<file path="config.mk">
export PLATFORM = sky130hd
export DESIGN_NAME = weighted_hash_server_select
export DESIGN_NICKNAME = d
export VERILOG_FILES = /design/src/rtl/core/whs_pkg.sv /design/src/rtl/core/weighted_hash_server_select.sv
export SDC_FILE = /design/constraint.sdc
export NUM_CORES = 1
export LEC_CHECK = 0
export BUFFER_PORTS_ARGS = -buffer_cell sky130_fd_sc_hd__buf_2
export CORE_ASPECT_RATIO = 0.6
export CORE_MARGIN = 4
export CORE_UTILIZATION = 35
export CTS_BUF_LIST = sky130_fd_sc_hd__clkbuf_8
export DETAILED_ROUTE_END_ITERATION = 7
export HOLD_SLACK_MARGIN = 0.15
export MAX_ROUTING_LAYER = met4
export PLACE_DENSITY = 0.63
export SYNTH_ARGS = -nofsm -noshare
export SYNTH_HDL_FRONTEND = slang
export SYNTH_SLANG_ARGS = --single-unit
</file>
<file path="constraint.sdc">
create_clock -name clock -period 13.46 [get_ports clock]
set_input_delay 0 -clock clock [delete_from_list [all_inputs] [get_ports clock]]
set_output_delay 0 -clock clock [all_outputs]
set_load 0.01 [all_outputs]
</file>
<file path="src/rtl/core/whs_pkg.sv">
// ----------------------------------------------------------------------------
// whs_pkg: shared types and constants of the weighted hash server select
// Transaction payloads, configuration register decode, state codes and the
// default sizing of the server table.
// ----------------------------------------------------------------------------
package whs_pkg;

   // Default sizing
   localparam int MAX_SERVERS_DEF = 8;
   localparam int WEIGHT_BITS_DEF = 8;

   // Fixed field widths
   localparam int HASH_W     = 32;
   localparam int HASH_CNT_W = $clog2(HASH_W);
   localparam int SRV_W      = 3;
   localparam int MASK_W     = 3;
   localparam int COUNT_W    = 4;
   localparam int WEIGHTS_W  = 64;

   // Configuration port: 64-bit registers on an 8-byte stride
   localparam int CSR_ADDR_W = 4;
   localparam int CSR_DATA_W = 64;
   localparam logic CSR_IDX_COUNT   = 1'b0;
   localparam logic CSR_IDX_WEIGHTS = 1'b1;

   localparam logic [COUNT_W-1:0]   COUNT_RESET   = 4'd1;
   localparam logic [WEIGHTS_W-1:0] WEIGHTS_RESET = 64'h0101_0101_0101_0101;

   // Operation codes
   localparam logic OP_SELECT = 1'b0;
   localparam logic OP_UPDATE = 1'b1;

   typedef struct packed {
      logic              op;
      logic [HASH_W-1:0] hash;
      logic [SRV_W-1:0]  server;
      logic [MASK_W-1:0] busy_mask;
   } whs_req_type;

   typedef struct packed {
      logic [SRV_W-1:0] server_index;
      logic             used_fallback;
      logic             weight_error;
   } whs_rsp_type;

   typedef enum logic [2:0] {
      S_IDLE,
      S_SUM,
      S_DIV,
      S_SCAN,
      S_DONE
   } whs_state_type;

endpackage

</file>
<file path="src/rtl/core/weighted_hash_server_select.sv">
// An update sets the busy bit of its server and goes straight to the result; a select sums
// the weights and ends there with one server in use or zero total weight; else it takes the
// hash modulo the sum, scans to the hit and repeats over the idle set if that one is busy.
// One transaction at a time: a request is stalled until the last result is in the output
// register; the bit-serial remainder (one hash bit a cycle), the scans and output stalls set the rate.
// Reset (synchronous): no server busy, one server in use, every weight one, output empty.
// ----------------------------------------------------------------------------
// weighted_hash_server_select
// Weighted hash load balancer: sums the server weights one server a cycle,
// takes the hash modulo the sum one bit a cycle, walks the cumulative weights
// to the owning server, and repeats over the idle servers when it is busy.
// ----------------------------------------------------------------------------
module weighted_hash_server_select #(
   parameter int MAX_SERVERS = whs_pkg::MAX_SERVERS_DEF,
   parameter int WEIGHT_BITS = whs_pkg::WEIGHT_BITS_DEF
) (
   input  logic                                clock,
   input  logic                                reset,
   // Request channel
   input  logic                                req_valid,
   output logic                                req_stall,
   input  whs_pkg::whs_req_type                req_data,
   // Response channel
   output logic                                rsp_valid,
   input  logic                                rsp_stall,
   output whs_pkg::whs_rsp_type                rsp_data,
   // Configuration port
   input  logic                                psel,
   input  logic                                penable,
   input  logic                                pwrite,
   input  logic [whs_pkg::CSR_ADDR_W-1:0]      paddr,
   input  logic [whs_pkg::CSR_DATA_W-1:0]      pwdata,
   output logic [whs_pkg::CSR_DATA_W-1:0]      prdata,
   output logic                                pready
);
   import whs_pkg::*;

   localparam int IDX_W = $clog2(MAX_SERVERS);
   localparam int SUM_W = $clog2(MAX_SERVERS * ((1 << WEIGHT_BITS) - 1) + 1);

   whs_state_type          state_ff, state_in;
   logic [HASH_W-1:0]      hash_ff, hash_in;
   logic [HASH_W-1:0]      dsh_ff, dsh_in;
   logic [HASH_CNT_W-1:0]  bit_ff, bit_in;
   logic [SUM_W-1:0]       rem_ff, rem_in;
   logic [SUM_W-1:0]       div_ff, div_in;
   logic [WEIGHTS_W-1:0]   wsh_ff, wsh_in;
   logic [IDX_W-1:0]       cnt_ff, cnt_in;
   logic [IDX_W-1:0]       last_ff, last_in;
   logic [SUM_W-1:0]       total_ff, total_in;
   logic [SUM_W-1:0]       idle_ff, idle_in;
   logic [SUM_W-1:0]       cum_ff, cum_in;
   logic                   second_ff, second_in;
   whs_rsp_type            res_ff, res_in;
   logic                   rsp_valid_ff, rsp_valid_in;
   whs_rsp_type            rsp_data_ff, rsp_data_in;
   logic [MAX_SERVERS-1:0] busy_ff, busy_in;
   logic [COUNT_W-1:0]     count_ff, count_in;
   logic [WEIGHTS_W-1:0]   weights_ff, weights_in;

   logic [SUM_W-1:0]       w_ext;
   logic                   cur_busy;
   logic [SUM_W-1:0]       sum_total;
   logic [SUM_W-1:0]       sum_idle;
   logic [SUM_W:0]         trial;
   logic [SUM_W-1:0]       rem_next;
   logic                   skip;
   logic [SUM_W-1:0]       cum_next;
   logic                   hit;
   logic [IDX_W-1:0]       act_last;
   logic                   csr_wr;

   // Per-server step: weight at the bottom of the shift line, busy bit of the counter
   assign w_ext     = SUM_W'(wsh_ff[WEIGHT_BITS-1:0]);
   assign cur_busy  = busy_ff[cnt_ff];
   assign sum_total = total_ff + w_ext;
   assign sum_idle  = cur_busy ? idle_ff : idle_ff + w_ext;

   // Restoring remainder step: one hash bit a cycle
   assign trial    = {rem_ff, dsh_ff[HASH_W-1]};
   assign rem_next = (trial >= {1'b0, div_ff}) ? SUM_W'(trial - {1'b0, div_ff})
                                               : SUM_W'(trial);

   // Cumulative scan step: busy servers drop out of the fallback pass
   assign skip     = second_ff && cur_busy;
   assign cum_next = skip ? cum_ff : cum_ff + w_ext;
   assign hit      = !skip && (rem_ff < cum_next);

   // Last server in use: count zero means one, saturate at the table depth
   always_comb begin
      if (count_ff == '0) begin
         act_last = '0;
      end else if (32'(count_ff) > MAX_SERVERS) begin
         act_last = IDX_W'(MAX_SERVERS - 1);
      end else begin
         act_last = IDX_W'(count_ff - 4'd1);
      end
   end

   assign csr_wr    = psel && penable && pwrite;
   assign pready    = 1'b1;
   assign req_stall = (state_ff != S_IDLE);
   assign rsp_valid = rsp_valid_ff;
   assign rsp_data  = rsp_data_ff;

   // Register read
   always_comb begin
      unique case (paddr[3])
         CSR_IDX_COUNT:   prdata = CSR_DATA_W'(count_ff);
         CSR_IDX_WEIGHTS: prdata = weights_ff;
         default:         prdata = '0;
      endcase
   end

   // Next state and datapath
   always_comb begin
      state_in     = state_ff;
      hash_in      = hash_ff;
      dsh_in       = dsh_ff;
      bit_in       = bit_ff;
      rem_in       = rem_ff;
      div_in       = div_ff;
      wsh_in       = wsh_ff;
      cnt_in       = cnt_ff;
      last_in      = last_ff;
      total_in     = total_ff;
      idle_in      = idle_ff;
      cum_in       = cum_ff;
      second_in    = second_ff;
      res_in       = res_ff;
      rsp_valid_in = rsp_valid_ff;
      rsp_data_in  = rsp_data_ff;
      busy_in      = busy_ff;
      count_in     = count_ff;
      weights_in   = weights_ff;

      // Drop a taken response
      if (rsp_valid_ff && !rsp_stall) begin
         rsp_valid_in = 1'b0;
      end

      // Configuration writes
      if (csr_wr) begin
         if (paddr[3] == CSR_IDX_COUNT) begin
            count_in = pwdata[COUNT_W-1:0];
         end else begin
            weights_in = pwdata;
         end
      end

      unique case (state_ff)
         S_IDLE: begin
            if (req_valid) begin
               res_in = '0;
               if (req_data.op == OP_UPDATE) begin
                  if (32'(req_data.server) < MAX_SERVERS) begin
                     busy_in[IDX_W'(req_data.server)] = |req_data.busy_mask;
                  end
                  state_in = S_DONE;
               end else begin
                  hash_in   = req_data.hash;
                  last_in   = act_last;
                  wsh_in    = weights_ff;
                  cnt_in    = '0;
                  total_in  = '0;
                  idle_in   = '0;
                  second_in = 1'b0;
                  state_in  = S_SUM;
               end
            end
         end

         S_SUM: begin
            // Accumulate total and idle weight, one server a cycle
            total_in = sum_total;
            idle_in  = sum_idle;
            wsh_in   = wsh_ff >> WEIGHT_BITS;
            cnt_in   = cnt_ff + 1'b1;
            if (cnt_ff == last_ff) begin
               if (sum_total == '0) begin
                  res_in.weight_error = 1'b1;
                  state_in = S_DONE;
               end else if (last_ff == '0) begin
                  state_in = S_DONE;
               end else begin
                  div_in   = sum_total;
                  rem_in   = '0;
                  dsh_in   = hash_ff;
                  bit_in   = '0;
                  state_in = S_DIV;
               end
            end
         end

         S_DIV: begin
            rem_in = rem_next;
            dsh_in = dsh_ff << 1;
            bit_in = bit_ff + 1'b1;
            if (bit_ff == HASH_CNT_W'(HASH_W - 1)) begin
               wsh_in   = weights_ff;
               cnt_in   = '0;
               cum_in   = '0;
               state_in = S_SCAN;
            end
         end

         S_SCAN: begin
            cum_in = cum_next;
            wsh_in = wsh_ff >> WEIGHT_BITS;
            cnt_in = cnt_ff + 1'b1;
            if (hit) begin
               if (!second_ff && cur_busy && (idle_ff != '0)) begin
                  // Primary choice busy: redo over the idle servers
                  second_in = 1'b1;
                  div_in    = idle_ff;
                  rem_in    = '0;
                  dsh_in    = hash_ff;
                  bit_in    = '0;
                  state_in  = S_DIV;
               end else begin
                  res_in.server_index  = SRV_W'(cnt_ff);
                  res_in.used_fallback = second_ff;
                  state_in = S_DONE;
               end
            end else if (cnt_ff == last_ff) begin
               res_in.server_index  = '0;
               res_in.used_fallback = second_ff;
               state_in = S_DONE;
            end
         end

         S_DONE: begin
            // Hand the result to the output register once it is free
            if (!rsp_valid_ff || !rsp_stall) begin
               rsp_valid_in = 1'b1;
               rsp_data_in  = res_ff;
               state_in     = S_IDLE;
            end
         end

         default: begin
            state_in = S_IDLE;
         end
      endcase
   end

   // State register
   always_ff @(posedge clock) begin
      if (reset) begin
         state_ff <= S_IDLE;
      end else begin
         state_ff <= state_in;
      end
   end

   // Control and configuration registers
   always_ff @(posedge clock) begin
      if (reset) begin
         rsp_valid_ff <= 1'b0;
         busy_ff      <= '0;
         count_ff     <= COUNT_RESET;
         weights_ff   <= WEIGHTS_RESET;
      end else begin
         rsp_valid_ff <= rsp_valid_in;
         busy_ff      <= busy_in;
         count_ff     <= count_in;
         weights_ff   <= weights_in;
      end
   end

   // Datapath registers
   always_ff @(posedge clock) begin
      hash_ff     <= hash_in;
      dsh_ff      <= dsh_in;
      bit_ff      <= bit_in;
      rem_ff      <= rem_in;
      div_ff      <= div_in;
      wsh_ff      <= wsh_in;
      cnt_ff      <= cnt_in;
      last_ff     <= last_in;
      total_ff    <= total_in;
      idle_ff     <= idle_in;
      cum_ff      <= cum_in;
      second_ff   <= second_in;
      res_ff      <= res_in;
      rsp_data_ff <= rsp_data_in;
   end

`ifndef SYNTHESIS
   a_rem_below_divisor: assert property (@(posedge clock) disable iff (reset)
      (state_ff == S_DIV) |-> (rem_ff < div_ff))
      else $error("remainder not below divisor");

   a_fallback_divisor: assert property (@(posedge clock) disable iff (reset)
      ((state_ff == S_DIV || state_ff == S_SCAN) && second_ff) |->
         (div_ff == idle_ff && idle_ff != '0))
      else $error("fallback pass not over idle weight");

   a_scan_in_range: assert property (@(posedge clock) disable iff (reset)
      (state_ff == S_SUM || state_ff == S_SCAN) |-> (cnt_ff <= last_ff))
      else $error("server counter beyond servers in use");

   a_error_result_clean: assert property (@(posedge clock) disable iff (reset)
      (rsp_valid_ff && rsp_data_ff.weight_error) |->
         (rsp_data_ff.server_index == '0 && !rsp_data_ff.used_fallback))
      else $error("weight error with nonzero choice");

   a_accept_leaves_idle: assert property (@(posedge clock) disable iff (reset)
      (req_valid && !req_stall) |=> (state_ff != S_IDLE))
      else $error("accepted transaction not started");
`endif

endmodule
</file>
Yosys cells after proc, flatten, opt, wreduce, memory -nomap -nowiden
Cells that the tools add are included.

Register bits: 285. Input bits: 114. Output and inout bits: 72. Logic and storage cells: 174.

$add $sub $neg: 7. $lt $le $gt $ge: 6. Eq/ne operators: 19. Multiplexer cells: 75. Bitwise operators: 2. Reductions and logical operators: 42.

Operators by type and width (number): $mux 64 (3); $pmux 64 s3 (1); $mux 11 (16); $mux 32 (5); $pmux 64 s2 (1); $pmux 32 s3 (1); $pmux 11 s2 (4); $mux 3 (14); $add 11x8->11 (3); $pmux 11 s3 (1); $mux 5 (6); $ne 2x2->1 const B (11); $reduce_and 4->1 (4); $pmux 3 s5 (1); $pmux 5 s3 (1); $ge 12x11->1 (1); $mux 4 (3); $reduce_and 6->1 (2); $logic_not 11->1 (1); $lt 11x11->1 (1); $mux 1 (11); $reduce_bool 11->1 (1); $sub 11x11->11 (1); $reduce_and 5->1 (2); other kinds (30) (56).

Longest topological paths before layout
Gate-level depths: netlist of run 1.

Word-level depth: 8. Mapped depth: 15. Mapped depth without buffers: 15.

Least setup slack after synthesis of run 1
Ideal clock, no wire load.

Path kind: reg2reg. Start: reg bit_ff[0]. End: reg cnt_ff[0], enable pin. Setup time: 0.514 ns. Data arrival time: 4.207 ns. Data required time: 12.946 ns. Slack: 8.739 ns. Stages on the path, launching flop included: 6. Buffers on the path: 0. Clock period less this slack: 4.721 ns. Path through: edfxtp_1 ha_1 and3_1 ha_1 a21oi_1 a21oi_1.

Cells in the longest elaborated chain, start to end: 3.

Ends and longest elaborated chain: start: declaration (line weighted_hash_server_select.sv:44) `logic [HASH_CNT_W-1:0] bit_ff, bit_in;`; start signal: assignment (line weighted_hash_server_select.sv:275) `bit_ff <= bit_in;`; $eq 5x5->1 (line weighted_hash_server_select.sv:199) `if (bit_ff == HASH_CNT_W'(HASH_W - 1)) begin`; $ne 2x2->1 (no line); $reduce_and 4->1 (no line); end signal: assignment (line weighted_hash_server_select.sv:279) `cnt_ff <= cnt_in;`; end: declaration (line weighted_hash_server_select.sv:48) `logic [IDX_W-1:0] cnt_ff, cnt_in;`.

No other way between the ends. A chain may end at the register's enable or synchronous reset.

Final worst setup path of run 1
Start: reg cnt_ff[0]. End: reg dsh_ff[10], enable pin.

Cells in the longest elaborated chain, start to end: 8. Elaborated cells on any way between the ends: 14. Classes of those cells: order compare (1); eq/ne (4); mux (3); reduce/logical (6).

Ends and longest elaborated chain: $bmux 1 s3 (line weighted_hash_server_select.sv:75) `assign cur_busy = busy_ff[cnt_ff];`; $mux 1 (implied by the code) (line weighted_hash_server_select.sv:75); $logic_and 1x1->1 (line weighted_hash_server_select.sv:85) `assign skip = second_ff && cur_busy;`; $mux 11 (line weighted_hash_server_select.sv:86) `assign cum_next = skip ? cum_ff : cum_ff + w_ext;`; $lt 11x11->1 (line weighted_hash_server_select.sv:87) `assign hit = !skip && (rem_ff < cum_next);`; $logic_and 1x1->1 (line weighted_hash_server_select.sv:87); $ne 2x2->1 (no line); $reduce_and 6->1 (no line) *; end signal: assignment (line weighted_hash_server_select.sv:274) `dsh_ff <= dsh_in;`; end: declaration (line weighted_hash_server_select.sv:43) `logic [HASH_W-1:0] dsh_ff, dsh_in;`.

Mark *: on every way between the ends. The rest lies on a longest branch, timed or not. The select of a mux whose other input is x is not followed.

==> results of run 1 <==
==> layer usage <==
| metal | part of all wire | wire (um) | up-vias |
|---|---|---|---|
| met1 | 0.47 | 17300 | 5253 |
| li1 | - | - | 5391 |
| met3 | 0.061 | 2230 | 56 |
| met2 | 0.45 | 16400 | 290 |
| met4 | 0.021 | 771 | 0 |
| met5 | 0 | 0 | - |
==> state kept, by name, indices dropped and copies added (netlist names) <==
register,count
hash_ff,32
bit_ff,5
wsh_ff,64
weights_ff,64
last_ff,3
count_ff,4
state_ff,3
dsh_ff,32
rsp_data,5
busy_ff,8
total_ff,11
rem_ff,11
cnt_ff,3
cum_ff,11
res_ff,5
second_ff,1
idle_ff,11
rsp_valid,1
div_ff,11
==> synthesized netlist by cell type (8+ instances only) <==
cell type | instances | area, um^2
edfxtp_1 | 205 | 6160
a21oi_1 | 87 | 435
o21ai_0 | 31 | 155
nand3_1 | 9 | 45.0
nor2_1 | 97 | 364
a211oi_1 | 8 | 60.1
nand2_1 | 421 | 1580
inv_1 | 44 | 165
xor2_1 | 11 | 96.3
dfxtp_1 | 80 | 1600
nand3b_1 | 10 | 75.1
ha_1 | 49 | 613
nor2b_1 | 14 | 87.6
nor3_1 | 21 | 105
a21o_1 | 9 | 67.6
mux2i_1 | 23 | 230
and3_1 | 11 | 68.8
xnor2_1 | 25 | 219
clkbuf_1 | 56 | 210
and2_1 | 74 | 463
==> stage by stage <==
step                      total power [mW]  std cells
after floorplan                       1.32       1371
after global placement                1.42       2014
after detailed placement              1.43       2014
after CTS                             2.19       2272
after global routing                  2.28       2272
final                                 2.16       2272
==> worst max path at each step <==
stage | cells past startpoint | slack (ps) | from | end
after floorplan | 5 | 8740 | bit_ff[0]$_SDFFCE_PN0P_ | cnt_ff[0]$_SDFFCE_PP0P_
after global placement | 12 | 8700 | cnt_ff[0]$_SDFFCE_PP0P_ | dsh_ff[17]$_DFFE_PP_
after detailed placement | 12 | 8650 | cnt_ff[0]$_SDFFCE_PP0P_ | dsh_ff[16]$_DFFE_PP_
after CTS | 12 | 8650 | cnt_ff[0]$_SDFFCE_PP0P_ | rem_ff[8]$_SDFFCE_PN0P_
after global routing | 12 | 8310 | cnt_ff[0]$_SDFFCE_PP0P_ | rem_ff[10]$_SDFFCE_PN0P_
final | 12 | 8620 | cnt_ff[0]$_SDFFCE_PP0P_ | dsh_ff[10]$_DFFE_PP_
==> worst max-delay path, cell delays in order, from the launching register on <==
cell      delay (ps)
edfxtp_1         530
mux4_1           600
mux2_4           330
nand2_1          440
mux2i_1          310
ha_1             290
a21o_1           170
a211o_1          280
a21oi_1          240
o21ai_2          150
o21ai_0          350
and3_2           240
buf_4            520
==> cell families (layout without fill, tap and decap cells) <==
| family | count (synthesis) | after routing |
|---|---|---|
| simple gates | 686 | 686 |
| flops | 285 | 285 |
| compound gates | 174 | 174 |
| buf+inv | 106 | 494 |
| fa+ha+maj | 55 | 55 |
| xor+xnor | 36 | 36 |
| mux | 28 | 28 |
| other cells | 1 | 1 |
==> final cells by class <==
| type | instances | area, um^2 | share of cell area |
|---|---|---|---|
| timing repair buffer | 364 | 2710 | 0.154 |
| tap | 513 | 642 | 0.0365 |
| inverter | 44 | 165 | 0.00940 |
| sequential | 285 | 7760 | 0.442 |
| clock inverter | 36 | 170 | 0.00969 |
| multi-input combinational | 980 | 5430 | 0.309 |
| clock buffer | 50 | 688 | 0.0392 |
==> power by group <==
group	switching [mW]	internal [mW]	leakage (nW)
Combinational	0.230	0.164	4.34
Sequential	0.0379	1.03	2.57
Clock	0.357	0.347	0.504
==> what timing repair did <==
item | 4_1_cts | 5_1_grt
hold buffers | 172 | 0
resized for setup | 0 | 0
endpoints found under the hold margin | 170 | 0
==> results.tsv, run 1 <==
metric	value	unit
Post-synth EDFFs	205	
# fillers	3594	
run status	finished clean	
crit path max fanout	48	
met1 usage	0.242	
gr usage total	0.177	
Final Hold Fails	0	
Top Usage Layer GRT	met2	
Simple-Gate Fraction of Synth Area	0.220	
number of global-route vias before repair	11100	
peak supply drop	0.0000524	V
DR vias/cell	4.84	
WHS Endpoint	weights_ff[57]$_SDFFE_PP0P_	
Residual DRC	0	
Clk Latency, worst-skew pair	600	ps
antenna cells	0	
TritonCTS Buffers	46	
# nets final	1888	
Starting DRT DRC Count	802	
Compound-Gate Fraction of Synth Area	0.0780	
Synth Flop Type	edfxtp_1	
reg2reg end	dsh_ff[10]$_DFFE_PP_	
post-route cell area	17600	um^2
Clock Tree Buf Depth	3	
Yosys warning count	0	
area grow syn2layout	29.6	%
Req. time, crit path	13690	ps
Cell Area, Synth	13600	um^2
startpoint class of the critical path	flip-flop	
Finished Core Util	0.462	
Syn Nets	1538	
multiplexer share of the synthesized area	0.0236	
commonest non-fill, non-tap cell in the layout	nand2_1	
Distinct cells, synth	60	
largest family of logic cells by synthesized area	simple AND/OR/NAND/NOR gates	
worst slack at placement	8650	ps
Port Buffers	181	
Hold Crit Class	input port to flip-flop	
layout cell share with drive strength beyond 1	0.154	
Routed Antenna Nets	0	
CTS tree	done	
max-slew violation count	0	
HPWL Detailed	23.8	mm
worst setup margin	8620	ps
final critical-path required period	4840	ps
clk root buf	clkbuf_8	
r2r worst-path depth	12	
Avg Cell Area, Syn	9.89	um^2
grt ovf	0	
Clock transition at path regs	60	ps
RSZ-0062 raised after global routing	no	
routed len/inst	16.2	um
clk sinks	285	
CP Class	flip-flop to flip-flop	
largest net degree at the start of global routing	70	
hold slack	190	ps
Worst-Margin Slew	1180	ps
initial antenna violation count	0	
hold depth	4	
io pins	186	
Reg-to-Reg Start	cnt_ff[0]$_SDFFCE_PP0P_	
Total Wirelength	36.8	mm
Initial Util	0.357	
Synth Instances	1371	
Worst Setup End Kind	flip-flop	
Hold Startpoint	pwdata[57]	
Worst EP arrival	5080	ps
part of the Yosys area used for sequential elements	0.572	
Final setup violation count	0	
drt first pass iters	5	
Die Wd	262	um
Layout Skew	53.2	ps
Worst slew margin	0.210	
Die ar.	42000	um^2
Row Count	55	
GP Congestion	0.886	
Die Span Y	160	um
met3 usage	0.0336	
XOR/XNOR Fraction of Synth Area	0.0233	
maxcap violations	0	
core box area	38000	um^2
FMAX	0.207	GHz
routing usage on met2	0.272	
setup TNS	0	ps
P_leak	7.42	nW
FF-to-FF setup slack	8620	ps
synthesized flop and latch total	285	
Final period util	0.360	
DR vias	11000	
Post-synth ARST share	0	
Area after DPL	15000	um^2
PwrDens	123	nW/um^2
H-tree depth	2	
area share of fa/ha/maj cells after synthesis	0.0526	
first-pass GRT wire length	58.1	mm
# Post-CTS Setup Buffers	0	
commonest non-fill, non-tap cells in the layout	nand2_1, edfxtp_1, buf_2, dlygate4sd3_1, nor2_1	
Note: power is estimated with default switching activity, not from simulation.
==> run 2: changes to the inputs <==
ABC_AREA = 1   (was default)
PLACE_DENSITY = 0.65   (was 0.63)
clock period = 4.05 ns   (was 13.46 ns; I/O delays follow)
==> run 2 against run 1 <==
  * Sequential share of layout area decreased by 0.93 points
  * Fmax increased by 28%
  * Area after synthesis increased by 1.8%
  * Clock skew decreased by 30 ps
  * Final area increased by 2.2%
  * Cell count increased by 10%
==> results.tsv, run 2 <==
metric	value	unit	change
startpoint class of the critical path	flip-flop		
core box area	39000	um^2	+2.7%
CP Launch Point	wsh_ff[0]$_DFFE_PP_		
HPWL Detailed	24.7	mm	+3.7%
DR top layer	met4		
clk root buf	clkbuf_8		
Clk Latency, worst-skew pair	590	ps	about the same
initial antenna violation count	2		+2
Row Count	56		+1.8%
Cell Area, Synth	13800	um^2	+1.8%
Yosys warning count	0		unchanged
Reg-to-Reg Start	wsh_ff[0]$_DFFE_PP_		
CTS tree	done		
Residual DRC	0		unchanged
Distinct cells, synth	50		-17%
Final period util	0.935		+0.576
P_leak	8.31	nW	+12%
peak supply drop	0.000421	V	+700%
Initial Util	0.354		-0.00317
Placed Instances	2242		+11%
met1 WL	18.0	mm	+4.2%
io pins	186		unchanged
Register Area	7760	um^2	unchanged
maxcap violations	0		unchanged
Finished Core Util	0.460		-0.00265
DR vias/cell	4.71		-2.6%
Final Non-Filler Cells	2499		+10%
clk sinks	285		unchanged
Starting DRT DRC Count	901		+12%
layout cell share with drive strength beyond 1	0.154		+0.000366
Post-synth ARST share	0		unchanged
Compound-Gate Fraction of Synth Area	0.0788		+0.000776
Worst EP arrival	4070	ps	-1010 ps
Synth top area share	0.446		-0.00815
synth cell count leaders	nand2_1, edfxtp_1, nor2_1, inv_1, o21ai_0		
part of the Yosys area used for sequential elements	0.562		-0.0103
Clock Tree Buf Depth	3		unchanged
Final Hold Fails	0		unchanged
largest family of logic cells by synthesized area	simple AND/OR/NAND/NOR gates		
sequential share of power	0.392		-0.100
final critical-path required period	3790	ps	-1050 ps
area of the multi-input gates	5200	um^2	-4.1%
Total Wirelength	37.6	mm	+2.3%
multiplexer share of the synthesized area	0.000725		-0.0229
GP Congestion	0.936		+5.7%
routed len/inst	15.0	um	-7.0%
TritonCTS Buffers	46		unchanged
Worst slew margin	0.173		-0.0371
Hold Crit Class	input port to flip-flop		
crit path max fanout	12		-75%
Req. time, crit path	4330	ps	-9360 ps
Simple-Gate Fraction of Synth Area	0.229		+0.00819
run status	finished clean		
leading post-synthesis cells by cell area	edfxtp_1, nand2_1, dfxtp_1, nor2_1, inv_1		
commonest non-fill, non-tap cell in the layout	nand2_1		
gr usage total	0.175		-0.00171
met2 wire len	16.3	mm	-0.56%
Net Sw Frac	0.405		+0.116
hold slack	201	ps	+10.6 ps
Die Wd	264	um	+0.88%
first-pass GRT wire length	59.4	mm	+2.2%
PwrDens	722	nW/um^2	+490%
drt first pass iters	6		+1
# nets final	2105		+11%
Hold Startpoint	pwdata[46]		
Layout Skew	22.9	ps	-30.3 ps
Int Pwr	7.70	mW	+400%
Avg Cell Area, Syn	8.70	um^2	-12%
CP Class	flip-flop to flip-flop		
max-slew violation count	0		unchanged
Worst Setup End Kind	flip-flop		
# fillers	3714		+3.3%
largest net degree at the start of global routing	75		+7.1%
H-tree depth	2		unchanged
area share of fa/ha/maj cells after synthesis	0.0502		-0.00239
Routed Antenna Nets	0		unchanged
biggest regs	weights_ff x64, wsh_ff x64		
area leader, netlist	edfxtp_1		
Die Span Y	162	um	+0.86%
Final setup violation count	0		unchanged
Synth Flop Type	edfxtp_1		
Clock transition at path regs	60	ps	about the same
met3 wire len	2.44	mm	+9.1%
DR vias	11800		+7.2%
commonest non-fill, non-tap cells in the layout	nand2_1, edfxtp_1, nor2_1, inv_1, buf_2		
synthesized flop and latch total	285		unchanged
Synth Instances	1587		+16%
Clk pwr share	0.196		-0.129
XOR/XNOR Fraction of Synth Area	0.0121		-0.0112
Psw	5.25	mW	+740%
FMAX	0.264	GHz	+28%
grt ovf	0		unchanged
Worst-Margin Slew	1240	ps	+55.7 ps
number of global-route vias before repair	11400		+3.0%
count leader, synth	nand2_1		
Post-synth EDFFs	205		unchanged
Port Buffers	181		unchanged
area grow syn2layout	30.0	%	
Die ar.	42800	um^2	+1.8%
Comb power frac	0.412		+0.229
Syn Nets	1754		+14%
## run 2: critical path, stage by stage (launching register included)
cell       delay [ps]
edfxtp_1          430
ha_2              220
fa_2              370
a21oi_2           150
o21ai_2           100
nand2_1            80
o211ai_1          150
nand3_1           150
xor2_1            200
ha_1              300
a21oi_1           170
nand2_1           120
a21oi_2           170
nand3_4           120
nand2_4           100
nand3_4            70
nor4_4            220
buf_6             180
clkbuf_16         180
## run 2: final cells by class
| type | count | share of cell area |
|---|---|---|
| diodes | 2 | 0.000279 |
| multi-input cells | 1063 | 0.290 |
| clock buffers | 49 | 0.0376 |
| clock inverters | 36 | 0.0133 |
| well taps | 522 | 0.0364 |
| repair buffers | 364 | 0.153 |
| flip-flops and latches | 285 | 0.432 |
| inverters | 178 | 0.0374 |
## run 2: routing by layer
layer	vias up	track usage
li1	5871	-
met1	5491	0.244
met2	346	0.263
met3	68	0.0347
met4	0	0.0441
met5	-	-
## run 2: cells by family (layout without fill, tap and decap cells)
group | after synthesis | after routing
simple gates | 783 | 783
flops | 285 | 285
buf+inv | 239 | 627
compound gates | 206 | 206
fa+ha+maj | 53 | 53
xor+xnor | 19 | 19
other cells | 1 | 3
mux | 1 | 1
## run 2: final timing paths
path | end | slack (ps) | cells after the start
worst max-delay path | dsh_ff[29]$_DFFE_PP_ | 260 | 18
worst min-delay path | weights_ff[46]$_SDFFE_PP0P_ | 200 | 4
worst max register to register | dsh_ff[29]$_DFFE_PP_ | 260 | 18
worst min register to register | rsp_data[3]$_DFFE_PP_ | 420 | 0
## run 2: stage by stage
step	TNS [ps]	total power [mW]	cell area [um^2]	setup slack [ps]
after floorplan	-26710	8.59	13800	-556
after global placement	0	9.96	15300	247
after detailed placement	0	10.1	15300	169
after CTS	0	12.8	17800	158
after global routing	-8.78	14.0	17900	-2.42
final	0	12.9	17900	262
## run 2: timing repair
item,in CTS,in global routing
buffers inserted,0,6
hold endpoints to repair,165,0
setup endpoints to repair,0,59
hold buffers,161,0
resized for setup,0,8
## run 2: power groups by stage
stage | clock [mW] | combinational (mW) | sequential (mW)
2_1_floorplan | 0 | 3.62 | 4.97
3_3_place_gp | 0 | 4.86 | 5.10
3_5_place_dp | 0 | 4.96 | 5.13
4_1_cts | 2.60 | 5.10 | 5.07
5_1_grt | 2.75 | 6.06 | 5.17
6_report | 2.53 | 5.34 | 5.08
==> run 3: changes to the inputs <==
ABC_AREA = 0   (was 1)
REMOVE_ABC_BUFFERS = 1   (was default)
==> run 3 against run 2 <==
  * Worst setup slack worse by 25 ps
  * Non-clock buffer count rose by 7
  * Hold slack lost 16 ps
  * Core utilization up 0.57 points
  * Fmax is 0.65% lower
  * Combinational power fell by 75%
  * Flip-flop and latch count stayed put
  * Die area decreased by 1.7%
  * Sequential power fell by 31%
  * Clock-buffer cell count up 1
  * Sequential share of layout area is 0.64 points higher
  * Critical path depth is 3 lower
  * Largest power group is now registers
==> results.tsv, run 3 (same netlist as run 1, synthesis figures left out) <==
metric	value	unit	change
commonest non-fill, non-tap cells in the layout	nand2_1, edfxtp_1, buf_2, dlygate4sd3_1, nor2_1		
H-tree depth	2		unchanged
Residual DRC	0		unchanged
Worst Setup EP	res_ff[2]$_SDFFCE_PN0P_		
hold slack	185	ps	-15.8 ps
Tot Pwr	7.25	mW	-44%
worst setup margin	238	ps	-24.6 ps
Row Count	55		-1.8%
Layout Skew	36.3	ps	+13.3 ps
Req. time, crit path	4250	ps	-80 ps
drt first pass iters	7		+1
clk sinks	285		unchanged
area of the multi-input gates	5460	um^2	+4.9%
commonest non-fill, non-tap cell in the layout	nand2_1		
Clk Latency, worst-skew pair	580	ps	about the same
Reg-to-Reg Start	wsh_ff[0]$_DFFE_PP_		
Worst-Margin Slew	1180	ps	-63.5 ps
final critical-path required period	3810	ps	+24.6 ps
Port Buffers	181		unchanged
Hold Crit Class	input port to flip-flop		
Final period util	0.941		+0.00608
FF-to-FF setup slack	240	ps	-20 ps
Final Hold Fails	0		unchanged
PwrDens	410	nW/um^2	-43%
# nets final	1891		-10%
Worst Setup End Kind	flip-flop		
met3 usage	0.0359		+0.00126
GP Congestion	0.903		-3.6%
CP Launch Point	wsh_ff[0]$_DFFE_PP_		
worst slack at placement	-28.8	ps	-198 ps
setup TNS	0	ps	unchanged
routing usage on met2	0.255		-0.00815
Worst EP arrival	4010	ps	-60 ps
Worst slew margin	0.212		+0.0394
Die Span Y	160	um	-0.86%
Clock transition at path regs	60	ps	about the same
io pins	186		unchanged
P_leak	7.48	nW	-10%
HPWL Detailed	23.3	mm	-5.4%
TritonCTS Buffers	42		-8.7%
Initial Util	0.357		+0.00317
largest net degree at the start of global routing	69		-8.0%
DR vias	11000		-6.8%
Finished Core Util	0.465		+0.00571
maxcap violations	0		unchanged
Clock Tree Buf Depth	3		unchanged
grt ovf	0		unchanged
Starting DRT DRC Count	822		-8.8%
RSZ-0062 raised after global routing	no		
biggest regs	weights_ff x64, wsh_ff x64		
Worst path max stage delay	420	ps	about the same
routed len/inst	15.9	um	+6.0%
startpoint class of the critical path	flip-flop		
core box area	38000	um^2	-2.7%
met1 usage	0.248		+0.00309
worst-path cell chain	ha_1, fa_1, a21o_1, a21oi_2, o21bai_1, a21oi_1, xnor2_1, mux2i_1, ha_1, o2111a_1, a21oi_2, o21ai_2, o21ai_1, buf_4, a21boi_1		
layout cell share with drive strength beyond 1	0.165		+0.0106
CP Class	flip-flop to flip-flop		
reg2reg end	res_ff[2]$_SDFFCE_PN0P_		
peak supply drop	0.000229	V	-46%
initial antenna violation count	1		-1
# fillers	3567		-4.0%
crit path max fanout	4		-8
Die Wd	262	um	-0.88%
r2r worst-path depth	15		-3
Top Usage Layer GRT	met2		
Total Wirelength	36.2	mm	-3.7%
Worst path slowest cell	fa_1		
first-pass GRT wire length	57.1	mm	-3.8%
number of global-route vias before repair	11000		-3.7%
run status	finished clean		
Final setup violation count	0		unchanged
max-slew violation count	0		unchanged
FMAX	0.262	GHz	-0.65%
Die ar.	42000	um^2	-1.7%
CTS tree	done		
clk root buf	clkbuf_8		
gr usage total	0.173		-0.00198
Register Area	7760	um^2	unchanged
DR vias/cell	4.83		+2.5%
Routed Antenna Nets	0		unchanged
# Post-CTS Setup Buffers	0		unchanged
area grow syn2layout	30.4	%	
## run 3: changes by cell type in the layout (fill, tap and decap cells not counted), sizes merged, moves of 14 or more
cell	change
inv	-130
nor2	-106
o21ai	-89
nand2	-76
and2	+73
nand3	-34
mux2i	+22
a21oi	+21
xnor2	+16
nor2b	+14
## run 3: worst min path at each step
stage / to / start / depth (start not counted)
CTS: hash_ff[3]$_DFFE_PP_ / req_data[9] / 2
global route: hash_ff[31]$_DFFE_PP_ / req_data[37] / 2
finish: hash_ff[1]$_DFFE_PP_ / req_data[7] / 2
floorplan: busy_ff[0]$_SDFFE_PP0P_ / reset / 1
global placement: hash_ff[16]$_DFFE_PP_ / req_data[22] / 1
detailed placement: hash_ff[17]$_DFFE_PP_ / req_data[23] / 1
## run 3: what timing repair did
item | 4_1_cts | 5_1_grt
cloned | 0 | 1
setup endpoints to repair | 54 | 64
endpoints found under the hold margin | 169 | 1
hold buffers | 162 | 1
pin swaps | 0 | 1
gates resized for setup | 3 | 8
## run 3: final cells by class
cell class | count | area share
diodes | 1 | 0.000142
clock buffers | 50 | 0.0389
clock inverters | 27 | 0.00948
inverters | 44 | 0.00934
multi-input cells | 980 | 0.309
flip-flops and latches | 285 | 0.439
well taps | 513 | 0.0363
repair buffers | 371 | 0.158
## run 3: per-layer routing
layer  wire, um  vias up
met5          0        -
met4        595        0
met3       2700       50
met2      15500      390
met1      17400     5154
li1           -     5379
## run 3: through the flow
stage	cells	area, um^2
6_report	2271	17700
5_1_grt	2271	17700
4_1_cts	2268	17600
3_5_place_dp	2029	15100
3_3_place_gp	2029	15100
2_1_floorplan	1309	13300
## run 3: critical path: cells and delay by family, from the launching register on
family                     cells  cell delay, ps
AOI/OAI and AO/OA              9            1680
adders and majority gates      3             970
DFF                            1             380
buffers and inverters          1             160
xor gates and xnor gates       1             130
muxes                          1             110
## run 3: where the power goes
part / total (mW) / switching, mW / internal [mW]
registers: 3.52 / 0.118 / 3.41
clock network: 2.38 / 1.12 / 1.25
logic: 1.35 / 0.778 / 0.568
